File: config.mk
export PLATFORM = sky130hd
export DESIGN_NAME = rational_arithmetic_unit
export DESIGN_NICKNAME = d
export VERILOG_FILES = /design/src/rtl/core/rau_pkg.sv /design/src/rtl/core/rational_arithmetic_unit.sv /design/src/rtl/core/rau_sub_unit.sv
export SDC_FILE = /design/constraint.sdc
export NUM_CORES = 2
export LEC_CHECK = 0
export BUFFER_PORTS_ARGS = -buffer_cell sky130_fd_sc_hd__buf_2
export CAP_MARGIN = 20
export CORE_ASPECT_RATIO = 1.4
export CORE_UTILIZATION = 60
export CTS_CLUSTER_DIAMETER = 200
export DETAILED_ROUTE_END_ITERATION = 16
export PLACE_DENSITY = 0.86
export SLEW_MARGIN = 20
export SYNTH_ARGS = -nofsm -noshare
export SYNTH_HDL_FRONTEND = slang
export SYNTH_SLANG_ARGS = --single-unit
File: constraint.sdc
create_clock -name i_clk -period 9.8 [get_ports i_clk]
set_input_delay 1.47 -clock i_clk [delete_from_list [all_inputs] [get_ports i_clk]]
set_output_delay 1.47 -clock i_clk [all_outputs]
set_load 0.01 [all_outputs]
File: src/rtl/core/rau_pkg.sv
// Shared types, widths and codes of the rational arithmetic unit.
package rau_pkg;

    // Operand and datapath widths.
    localparam int OPERAND_WIDTH = 16;
    localparam int DEN_WIDTH     = OPERAND_WIDTH - 1;
    localparam int MUL_WIDTH     = OPERAND_WIDTH + 1;
    localparam int PROD_WIDTH    = 2 * MUL_WIDTH;
    localparam int NUM_WIDTH     = 2 * OPERAND_WIDTH;
    localparam int MAG_WIDTH     = NUM_WIDTH;
    localparam int SUB_WIDTH     = MAG_WIDTH + 1;
    localparam int CNT_WIDTH     = $clog2(MAG_WIDTH);
    localparam int RES_NUM_WIDTH = 32;
    localparam int RES_DEN_WIDTH = 31;
    localparam int EXT_WIDTH     = (NUM_WIDTH > RES_NUM_WIDTH) ? NUM_WIDTH : RES_NUM_WIDTH;

    // Operation codes.
    typedef enum logic [1:0] {
        OP_ADD = 2'd0,
        OP_SUB = 2'd1,
        OP_MUL = 2'd2,
        OP_DIV = 2'd3
    } t_op;

    // Result status codes.
    typedef enum logic {
        ST_OK       = 1'b0,
        ST_DIV_ZERO = 1'b1
    } t_status;

    // Sequencer states.
    typedef enum logic [3:0] {
        S_IDLE,
        S_MUL0,
        S_MUL1,
        S_MUL2,
        S_PREP,
        S_SIGN,
        S_ABS,
        S_GCD,
        S_DIVN,
        S_DIVD,
        S_DONE
    } t_rau_state;

    // One input item.
    typedef struct packed {
        t_op                             req_type;
        logic signed [OPERAND_WIDTH-1:0] a_num;
        logic        [DEN_WIDTH-1:0]     a_den;
        logic signed [OPERAND_WIDTH-1:0] b_num;
        logic        [DEN_WIDTH-1:0]     b_den;
    } t_rau_in;

    // One result item.
    typedef struct packed {
        logic signed [RES_NUM_WIDTH-1:0] res_num;
        logic        [RES_DEN_WIDTH-1:0] res_den;
        t_status                         status;
    } t_rau_out;

endpackage

File: src/rtl/core/rational_arithmetic_unit.sv
// Top level of the rational arithmetic unit: sequencer, multiplier and reduction datapath.
//
// The unit takes one operation on two fractions at a time and returns the result in lowest
// terms. An item passes through the multiplier states MUL0, MUL1 and MUL2, the states that form
// and normalize the raw fraction, a binary GCD loop of one step per cycle (fewer steps for small
// values), two restoring divisions by the GCD, and the hand-over of the result to the output
// register. A divide by zero skips the reduction. The GCD loop and the divisions all run
// through one shared subtractor, and the three cross products go through one multiplier.
// The input stalls while an item is in work; a finished result waits in the output register
// and does not hold back the next input transfer.
module rational_arithmetic_unit
    import rau_pkg::*;
(
    input  logic     i_clk,
    input  logic     i_rst_n,
    input  logic     i_in_valid,
    output logic     o_in_stall,
    input  t_rau_in  i_in_data,
    output logic     o_out_valid,
    input  logic     i_out_stall,
    output t_rau_out o_out_data
);

    t_rau_state r_state, n_state;

    // Captured operands.
    t_op                             r_op;
    logic signed [OPERAND_WIDTH-1:0] r_an, r_bn;
    logic        [DEN_WIDTH-1:0]     r_ad, r_bd;

    // Products and raw fraction.
    logic signed [NUM_WIDTH-1:0] r_p1, r_p2, r_p3;
    logic signed [NUM_WIDTH-1:0] r_num, r_den;
    logic                        r_err, r_neg;

    // Reduction state.
    logic [MAG_WIDTH-1:0] r_mag, r_dmag, r_ga, r_gb, r_g;
    logic [CNT_WIDTH-1:0] r_k, r_cnt;
    logic [SUB_WIDTH-1:0] r_rem;
    logic [MAG_WIDTH-1:0] r_quo, r_qn, r_qd;

    // Output register.
    logic     r_out_valid;
    t_rau_out r_out_data;

    // Combinational signals.
    logic signed [MUL_WIDTH-1:0]  s_mul_a, s_mul_b, s_ad_ext, s_bd_ext;
    logic signed [PROD_WIDTH-1:0] s_prod;
    logic [SUB_WIDTH-1:0]         s_sub_x, s_sub_y, s_sub_diff, s_shift;
    logic                         s_sub_ge;
    logic [MAG_WIDTH-1:0]         s_quo_next;
    logic                         s_div_last;
    logic                         s_out_free, s_out_load, s_in_stall;
    logic signed [NUM_WIDTH-1:0]  s_num_signed;
    logic signed [EXT_WIDTH-1:0]  s_num_ext;
    logic        [EXT_WIDTH-1:0]  s_den_ext;

    // Denominators as non-negative multiplier operands.
    assign s_ad_ext = {2'b00, r_ad};
    assign s_bd_ext = {2'b00, r_bd};

    // The single multiplier.
    assign s_prod = s_mul_a * s_mul_b;

    // The shared subtractor.
    rau_sub_unit u_sub (
        .i_x    (s_sub_x),
        .i_y    (s_sub_y),
        .o_diff (s_sub_diff),
        .o_ge   (s_sub_ge)
    );

    // Restoring division step: shift the next dividend bit into the remainder.
    assign s_shift    = {r_rem[MAG_WIDTH-1:0], r_quo[MAG_WIDTH-1]};
    assign s_quo_next = {r_quo[MAG_WIDTH-2:0], s_sub_ge};
    assign s_div_last = (r_cnt == CNT_WIDTH'(MAG_WIDTH - 1));

    // The output register can take a result when it is empty or being drained.
    assign s_out_free = ~r_out_valid | ~i_out_stall;

    // State register.
    always_ff @(posedge i_clk) begin
        if (!i_rst_n) begin
            r_state <= S_IDLE;
        end else begin
            r_state <= n_state;
        end
    end

    // Next state.
    always_comb begin
        n_state = r_state;
        case (r_state)
            S_IDLE: begin
                if (i_in_valid) n_state = S_MUL0;
            end
            S_MUL0: n_state = S_MUL1;
            S_MUL1: n_state = S_MUL2;
            S_MUL2: n_state = S_PREP;
            S_PREP: n_state = S_SIGN;
            S_SIGN: begin
                n_state = (r_den == '0) ? S_DONE : S_ABS;
            end
            S_ABS:  n_state = S_GCD;
            S_GCD: begin
                if (r_ga == '0) n_state = S_DIVN;
            end
            S_DIVN: begin
                if (s_div_last) n_state = S_DIVD;
            end
            S_DIVD: begin
                if (s_div_last) n_state = S_DONE;
            end
            S_DONE: begin
                if (s_out_free) n_state = S_IDLE;
            end
            default: n_state = S_IDLE;
        endcase
    end

    // Sequencer outputs: stall, multiplier operands, subtractor operands, result load.
    always_comb begin
        s_in_stall = (r_state != S_IDLE);
        s_mul_a    = '0;
        s_mul_b    = '0;
        s_sub_x    = '0;
        s_sub_y    = '0;
        s_out_load = 1'b0;
        case (r_state)
            S_MUL0: begin
                s_mul_a = MUL_WIDTH'(r_an);
                s_mul_b = (r_op == OP_MUL) ? MUL_WIDTH'(r_bn) : s_bd_ext;
            end
            S_MUL1: begin
                s_mul_a = MUL_WIDTH'(r_bn);
                s_mul_b = s_ad_ext;
            end
            S_MUL2: begin
                s_mul_a = s_ad_ext;
                s_mul_b = (r_op == OP_DIV) ? MUL_WIDTH'(r_bn) : s_bd_ext;
            end
            S_GCD: begin
                s_sub_x = {1'b0, r_ga};
                s_sub_y = {1'b0, r_gb};
            end
            S_DIVN, S_DIVD: begin
                s_sub_x = s_shift;
                s_sub_y = {1'b0, r_g};
            end
            S_DONE: begin
                s_out_load = s_out_free;
            end
            default: begin
                s_out_load = 1'b0;
            end
        endcase
    end

    assign o_in_stall = s_in_stall;

    // Datapath registers, stepped by the sequencer state.
    always_ff @(posedge i_clk) begin
        case (r_state)
            S_IDLE: begin
                if (i_in_valid) begin
                    r_op <= i_in_data.req_type;
                    r_an <= i_in_data.a_num;
                    r_ad <= i_in_data.a_den;
                    r_bn <= i_in_data.b_num;
                    r_bd <= i_in_data.b_den;
                end
            end
            S_MUL0: r_p1 <= NUM_WIDTH'(s_prod);
            S_MUL1: r_p2 <= NUM_WIDTH'(s_prod);
            S_MUL2: r_p3 <= NUM_WIDTH'(s_prod);
            S_PREP: begin
                case (r_op)
                    OP_ADD:  r_num <= r_p1 + r_p2;
                    OP_SUB:  r_num <= r_p1 - r_p2;
                    default: r_num <= r_p1;
                endcase
                r_den <= r_p3;
            end
            S_SIGN: begin
                // A negative denominator hands its sign to the numerator.
                r_err <= (r_den == '0);
                if (r_den[NUM_WIDTH-1]) begin
                    r_num <= -r_num;
                    r_den <= -r_den;
                end
            end
            S_ABS: begin
                r_neg  <= r_num[NUM_WIDTH-1];
                r_mag  <= r_num[NUM_WIDTH-1] ? MAG_WIDTH'(-r_num) : MAG_WIDTH'(r_num);
                r_ga   <= r_num[NUM_WIDTH-1] ? MAG_WIDTH'(-r_num) : MAG_WIDTH'(r_num);
                r_dmag <= MAG_WIDTH'(r_den);
                r_gb   <= MAG_WIDTH'(r_den);
                r_k    <= '0;
            end
            S_GCD: begin
                // Binary GCD: strip common twos, then odd-odd subtract or swap.
                if (r_ga == '0) begin
                    r_g   <= r_gb << r_k;
                    r_rem <= '0;
                    r_quo <= r_mag;
                    r_cnt <= '0;
                end else if (!r_ga[0] && !r_gb[0]) begin
                    r_ga <= r_ga >> 1;
                    r_gb <= r_gb >> 1;
                    r_k  <= r_k + 1'b1;
                end else if (!r_ga[0]) begin
                    r_ga <= r_ga >> 1;
                end else if (!r_gb[0]) begin
                    r_gb <= r_gb >> 1;
                end else if (s_sub_ge) begin
                    r_ga <= s_sub_diff[MAG_WIDTH:1];
                end else begin
                    r_ga <= r_gb;
                    r_gb <= r_ga;
                end
            end
            S_DIVN, S_DIVD: begin
                if (s_div_last) begin
                    r_cnt <= '0;
                    if (r_state == S_DIVN) begin
                        // Numerator done; load the denominator for the second division.
                        r_qn  <= s_quo_next;
                        r_rem <= '0;
                        r_quo <= r_dmag;
                    end else begin
                        r_qd <= s_quo_next;
                    end
                end else begin
                    r_rem <= s_sub_ge ? s_sub_diff : s_shift;
                    r_quo <= s_quo_next;
                    r_cnt <= r_cnt + 1'b1;
                end
            end
            default: begin
                r_cnt <= r_cnt;
            end
        endcase
    end

    // Reapply the sign and fit the reduced values to the result widths.
    assign s_num_signed = r_neg ? -$signed(r_qn) : $signed(r_qn);
    assign s_num_ext    = EXT_WIDTH'(s_num_signed);
    assign s_den_ext    = EXT_WIDTH'(r_qd);

    // Output register valid flag.
    always_ff @(posedge i_clk) begin
        if (!i_rst_n) begin
            r_out_valid <= 1'b0;
        end else if (s_out_load) begin
            r_out_valid <= 1'b1;
        end else if (!i_out_stall) begin
            r_out_valid <= 1'b0;
        end
    end

    // Output register payload.
    always_ff @(posedge i_clk) begin
        if (s_out_load) begin
            if (r_err) begin
                r_out_data.res_num <= '0;
                r_out_data.res_den <= '0;
                r_out_data.status  <= ST_DIV_ZERO;
            end else begin
                r_out_data.res_num <= s_num_ext[RES_NUM_WIDTH-1:0];
                r_out_data.res_den <= s_den_ext[RES_DEN_WIDTH-1:0];
                r_out_data.status  <= ST_OK;
            end
        end
    end

    assign o_out_valid = r_out_valid;
    assign o_out_data  = r_out_data;

    // An input transfer always starts the multiplier sequence.
    a_start: assert property (@(posedge i_clk) disable iff (!i_rst_n)
        (i_in_valid && !o_in_stall) |=> (r_state == S_MUL0))
        else $error("input transfer did not start the multiplier sequence");

    // The GCD loop never runs with a zero second operand.
    a_gcd_b: assert property (@(posedge i_clk) disable iff (!i_rst_n)
        (r_state == S_GCD) |-> (r_gb != '0))
        else $error("GCD operand b reached zero");

    // The divisions never see a zero divisor.
    a_div_g: assert property (@(posedge i_clk) disable iff (!i_rst_n)
        (r_state == S_DIVN || r_state == S_DIVD) |-> (r_g != '0))
        else $error("division by a zero GCD");

    // A good result carries a nonzero denominator.
    a_ok_den: assert property (@(posedge i_clk) disable iff (!i_rst_n)
        (o_out_valid && o_out_data.status == ST_OK) |-> (o_out_data.res_den != '0))
        else $error("ok result with zero denominator");

    // An error result carries zero fields.
    a_err_zero: assert property (@(posedge i_clk) disable iff (!i_rst_n)
        (o_out_valid && o_out_data.status == ST_DIV_ZERO) |->
        (o_out_data.res_num == '0 && o_out_data.res_den == '0))
        else $error("error result with nonzero fields");

endmodule

File: src/rtl/core/rau_sub_unit.sv
// Shared subtract and compare unit used by the GCD loop and the divisions.
module rau_sub_unit
    import rau_pkg::*;
(
    input  logic [SUB_WIDTH-1:0] i_x,
    input  logic [SUB_WIDTH-1:0] i_y,
    output logic [SUB_WIDTH-1:0] o_diff,
    output logic                 o_ge
);

    logic [SUB_WIDTH:0] s_full;

    // One extra bit catches the borrow, which tells whether x is below y.
    assign s_full = {1'b0, i_x} - {1'b0, i_y};
    assign o_diff = s_full[SUB_WIDTH-1:0];
    assign o_ge   = ~s_full[SUB_WIDTH];

endmodule
Word level (Yosys, flattened, before mapping)
Index checks and enable logic that the tools add are counted.
{"block": "classes", "n_addsub": 8, "mul": 1, "n_eq_ne": 27, "shifts": 1, "muxes": 51, "bitwise_logic": 5, "n_reduce_logical": 25}
{"operator": "2-to-1 mux 32 bit", "n": 21}
{"operator": "case mux 32 bit (2 select lines)", "n": 8}
{"operator": "case mux 17 bit (3 select lines)", "n": 2}
{"operator": "negator 32 bit", "n": 3}
{"operator": "case mux 33 bit (2 select lines)", "n": 1}
{"operator": "logical NOT 32 bit", "n": 2}
{"operator": "case mux 4 bit (11 select lines)", "n": 1}
{"operator": "2-to-1 mux 17 bit", "n": 2}
{"operator": "subtractor 33 x 32 -> 34 bit", "n": 1}
{"operator": "adder 32 bit", "n": 1}
{"operator": "multiplier 17 x 17 -> 32 bit", "n": 1}
{"operator": "left shift 32 x 5 -> 32 bit", "n": 1}
{"operator": "subtractor 32 bit", "n": 1}
{"operator": "2-to-1 mux 4 bit", "n": 6}
{"operator": "2-to-1 mux 5 bit", "n": 4}
{"operator": "case mux 5 bit (2 select lines)", "n": 2}
{"operator": "AND reduction 3 bit", "n": 6}
{"operator": "== test 4 x 3 -> 1 bit, second input constant", "n": 4}
{"operator": "inequality test 2 bit, second input constant", "n": 8}
{"operator": "== test 4 bit, second input constant", "n": 3}
{"operator": "adder 5 x 1 -> 5 bit, second input constant", "n": 2}
{"operator": "AND reduction 2 bit", "n": 5}
{"operator": "== test 4 x 2 -> 1 bit, second input constant", "n": 2}
{"operator": "inequality test 3 bit, second input constant", "n": 2}
{"operator": "19 further kinds", "n": 29}
{"block": "totals", "register_bits": 592, "in_bits": 68, "out_inout_bits": 66, "word_cells": 149}

Longest topological paths before layout
{"block": "depth", "depth_word": 10, "mapped_depth": 32, "mapped_depth_nobuf": 29}

Cells and area by module
A second synthesis with hierarchy kept.
{"block": "hier_totals", "hier_cells": 3966, "hier_area_um2": 41421.0}
{"module": "rational_arithmetic_unit", "instances": 1, "cells_each": 3669, "area_each_um2": 39407.8, "seq_area_each_um2": 17727.0}
{"module": "rau_sub_unit", "instances": 1, "cells_each": 297, "area_each_um2": 2013.2, "seq_area_each_um2": 0.0}

Worst setup path before layout
No wires, ideal clock.
{"block": "synth_timing", "path_type": "reg2reg", "startpoint": "reg r_state[2]", "endpoint": "reg r_p1[30], data pin", "setup_time_ns": 0.269, "arrival_ns": 8.322, "required_ns": 9.531, "path_slack_ns": 1.208, "stages_incl_launch_ff": 29, "path_buffers": 3, "period_less_slack_ns": 8.592, "path_cell_list": "dfxtp_1 > clkbuf_1 > nor3_1 > clkbuf_1 > a22oi_1 > and2_1 > buf_1 > nor2_1 > fa_1 > inv_1 > fa_1 > fa_1 > inv_1 > fa_1 > fa_1 > inv_1 > fa_1 > inv_1 > ha_1 > a21oi_1 > o21ai_1 > or3_1 > o2111ai_1 > a21oi_1 > o21ai_1 > a21oi_1 > a2111oi_0 > a21oi_1 > xor2_1"}
{"block": "synth_between", "elab_chain_cells": 3, "word_cells_on_any_way": 6, "cone_classes": "mul (1); eq/ne (3); mux (2)"}
{"element": "start: declaration", "line_no": "rational_arithmetic_unit.sv:24", "source": "t_rau_state r_state, n_state;"}
{"element": "start signal: assignment", "line_no": "rational_arithmetic_unit.sv:86", "source": "r_state <= n_state;"}
{"element": "== test 4 x 2 -> 1 bit or == test 4 x 1 -> 1 bit (tied branches)", "line_no": "rational_arithmetic_unit.sv:129", "source": "case (r_state)"}
{"element": "case mux 17 bit (3 select lines)", "line_no": "rational_arithmetic_unit.sv:129"}
{"element": "multiplier 17 x 17 -> 32 bit (*)", "line_no": "rational_arithmetic_unit.sv:63", "source": "assign s_prod = s_mul_a * s_mul_b;"}
{"element": "via s_prod[30]", "line_no": "rational_arithmetic_unit.sv:48", "source": "logic signed [PROD_WIDTH-1:0] s_prod;"}
{"element": "end signal: assignment", "line_no": "rational_arithmetic_unit.sv:173", "source": "S_MUL0: r_p1 <= NUM_WIDTH'(s_prod);"}
{"element": "end: declaration", "line_no": "rational_arithmetic_unit.sv:32", "source": "logic signed [NUM_WIDTH-1:0] r_p1, r_p2, r_p3;"}
The timed path passes the listed nets; every way through them passes the cells marked *.
A chain may end at the register's enable or synchronous reset.

Final worst setup path
{"block": "layout_timing", "startpoint": "reg r_state[1]", "endpoint": "reg r_p1[30], data pin"}
Same word-level chain as after synthesis.

==> run summary <==
Tmin final = 8.80 ns
Antenna diodes = 0
Min-Delay Path Depth = 0
CP peak stage delay = 0.71 ns
Crit. End Element = flop
Crit share post-route = 89.8%
VDD IR max = 0.000179 V
HP Class = flop to flop
RD Place Congestion = 1.02
Commonest cells post-synth = edfxtp_1, nor2_1, nand2_1
GRT Resource Usage Total = 31.8%
Number of synthesized flops with an enable pin = 587
Critical path buffer and inverter count = 5
WP depth = 27
Antenna violations before repair = 1
Final nets = 4280
CP Launch Point = r_state[1]
Failing checks = DRC
Post-route setup TNS = 0 ns
DR vias/cell = 6.26
Post-synth cell types = 79
Asr flop ratio synth = 0%
Top post-synthesis cells by area = edfxtp_1, fa_1, ha_1, nor2_1, nand2_1
1st-iter DRT viols = 2446
Clock slew at the register clock pins of the worst setup and hold paths = 0.07 ns
CP Data Arrival Time = 9.19 ns
Cts bufs inserted = 56
Worst setup path class = flop to flop
Height of the die = 308 µm
Final core occ = 66.0%
Worst R2R Start = r_state[1]
Setup violators final = 0
Synth Instances = 3714
GRT overflow = 0
Share of the synthesized area in the top cell type = 43.8%
Leak = 17.6 nW
Number of remaining DRC errors = 12
Most frequent CP cell = fa_1
Number of global-route vias before repair = 30551
Initial DRT Pass Iterations = 13
Kind of start point of the critical path = flop
Post-CTS sizing = 0
Average wire per standard cell = 22.8 µm
Port Buffers = 133
First-pass GRT wire length = 166 mm
Clock Path Buffers = 3
TritonCTS Sinks = 592
Worst Reg-to-Reg Cells = 27
Proportion of layout cells with a drive suffix above 1 = 8.62%
Core box area = 66400 µm²
Hold Buf Count CTS = 0
Worst Skew = 0.0596 ns
TritonCTS clock tree = done
Syn_nets = 4212
Num rows = 112
Starting Density = 60.6%
Crit path required time = 10.19 ns
#FFs+latches synth = 592
Pin count of the biggest net entering global routing = 72
Dpl hpwl = 80.5 mm
Mean Syn Cell Area = 10.8 µm²
H-tree depth = 2
Max_slew headroom = 23.5%
Ports = 134
Fillers = 4877
Status = complete, but fails checks
MaxCap Viol Count = 0
P&R area growth vs syn = 9.00%
Vias = 29325
Synth Flop Type = edfxtp_1
Largest fanout on the critical path = 49
Most frequent cell after synthesis = edfxtp_1
FF+latch area = 17700 µm²
Yosys top cell by area = edfxtp_1
Total setup buffers inserted after CTS = 0
Part of the Yosys area used for sequential elements = 44.1%
Fmax = 114 MHz
Clk Latency, worst-skew pair = 0.68 ns
CTS Root Cell = clkbuf_16
Delay-heaviest family, CP = adder cells
Mapped Area = 40200 µm²
Aggregate routed wire length = 107 mm
HP Start = r_quo[18]
Multi-input logic area = 20800 µm²
Worst-margin pin slew = 1.15 ns
YS warnings = 0
Hold Fails Final Rpt = 0
Final ANT Viol Nets = 0
Die Area = 68100 µm²
RSZ-0062 raised after global routing = false
CP max-delay cell = dfxtp_1
Die width = 221 µm
Final slew viol count = 0
PD cells = 211 nW/µm²
==> placed cells by master, fill, tap and decap left out, types with 36 or more instances in the layout <==
cell,count
a211oi_1,36
a21o_1,37
a21oi_1,174
a22o_1,52
a22oi_1,60
buf_2,133
buf_4,51
clkbuf_16,56
edfxtp_1,587
fa_1,277
ha_1,152
inv_1,321
mux2i_1,107
nand2_1,357
nand3_1,57
nor2_1,370
nor2b_1,55
nor3_1,40
o21ai_0,113
o21ai_1,70
xnor2_1,137
xor2_1,87
==> power breakdown <==
| part | internal, mW | total, mW | switching (mW) |
|---|---|---|---|
| clock network | 1.33 | 2.35 | 1.02 |
| registers | 3.22 | 3.36 | 0.143 |
| logic | 1.36 | 3.52 | 2.16 |
==> path summary, 6_finish.rpt <==
path | slack [ns] | to
max reg2reg | 1.0 | r_p1[30]
min reg2reg | 0.49 | r_qn[19]
max | 1.0 | r_p1[30]
min | 0.49 | r_qn[19]
==> per-layer routing <==
| metal | up-vias | track usage, % | part of all wire [%] |
|---|---|---|---|
| met5 | - | 0 | 0 |
| met4 | 0 | 26.5 | 9.4 |
| met3 | 459 | 4.63 | 6.0 |
| met2 | 1367 | 58.2 | 51 |
| met1 | 14334 | 32.2 | 33 |
| li1 | 13165 | - | - |
==> final cells by class <==
cell class | count | area share (%)
clock buffers | 62 | 3.27
clock inverters | 41 | 1.28
inverters | 325 | 2.78
multi-input cells | 2622 | 47.4
flip-flops and latches | 592 | 40.4
well taps | 855 | 2.44
repair buffers | 185 | 2.44
==> flip-flops by register name, summed over array words and instances, names as in the netlist, 16 cells and up <==
name / cells
r_den: 32
r_qn: 32
r_g: 32
r_num: 32
o_out_data: 64
r_bn: 16
r_rem: 32
r_mag: 32
r_gb: 32
r_p1: 32
r_qd: 31
r_p2: 32
r_dmag: 32
r_an: 16
r_quo: 32
r_ga: 32
r_p3: 32
==> cell families (layout without fill, tap and decap cells) <==
| family | Yosys count | count (layout) | synth area share [%] |
|---|---|---|---|
| AO/OA/AOI/OAI | 735 | 735 | 11.9 |
| adder cells (fa/ha/maj) | 430 | 430 | 18.5 |
| AND/OR/NAND/NOR | 1110 | 1110 | 12.6 |
| multiplexers | 123 | 123 | 3.33 |
| buffers and inverters | 500 | 613 | 4.68 |
| XOR/XNOR | 224 | 224 | 4.88 |
| flip-flops | 592 | 592 | 44.1 |
==> metrics by stage <==
step | instance area (µm²) | power (mW) | setup WS [ns] | instances | hold slack, ns
floorplan | 40200 | 5.97 | 1.21 | 3714 | 0.424
global placement | 41900 | 6.75 | 0.857 | 4579 | 0.458
detailed placement | 41900 | 6.89 | 0.994 | 4579 | 0.457
CTS | 43900 | 9.22 | 1.04 | 4682 | 0.486
global route | 43900 | 9.75 | 0.597 | 4682 | 0.499
finish | 43900 | 9.23 | 1.00 | 4682 | 0.494
Power figures use the tool's default switching activity.
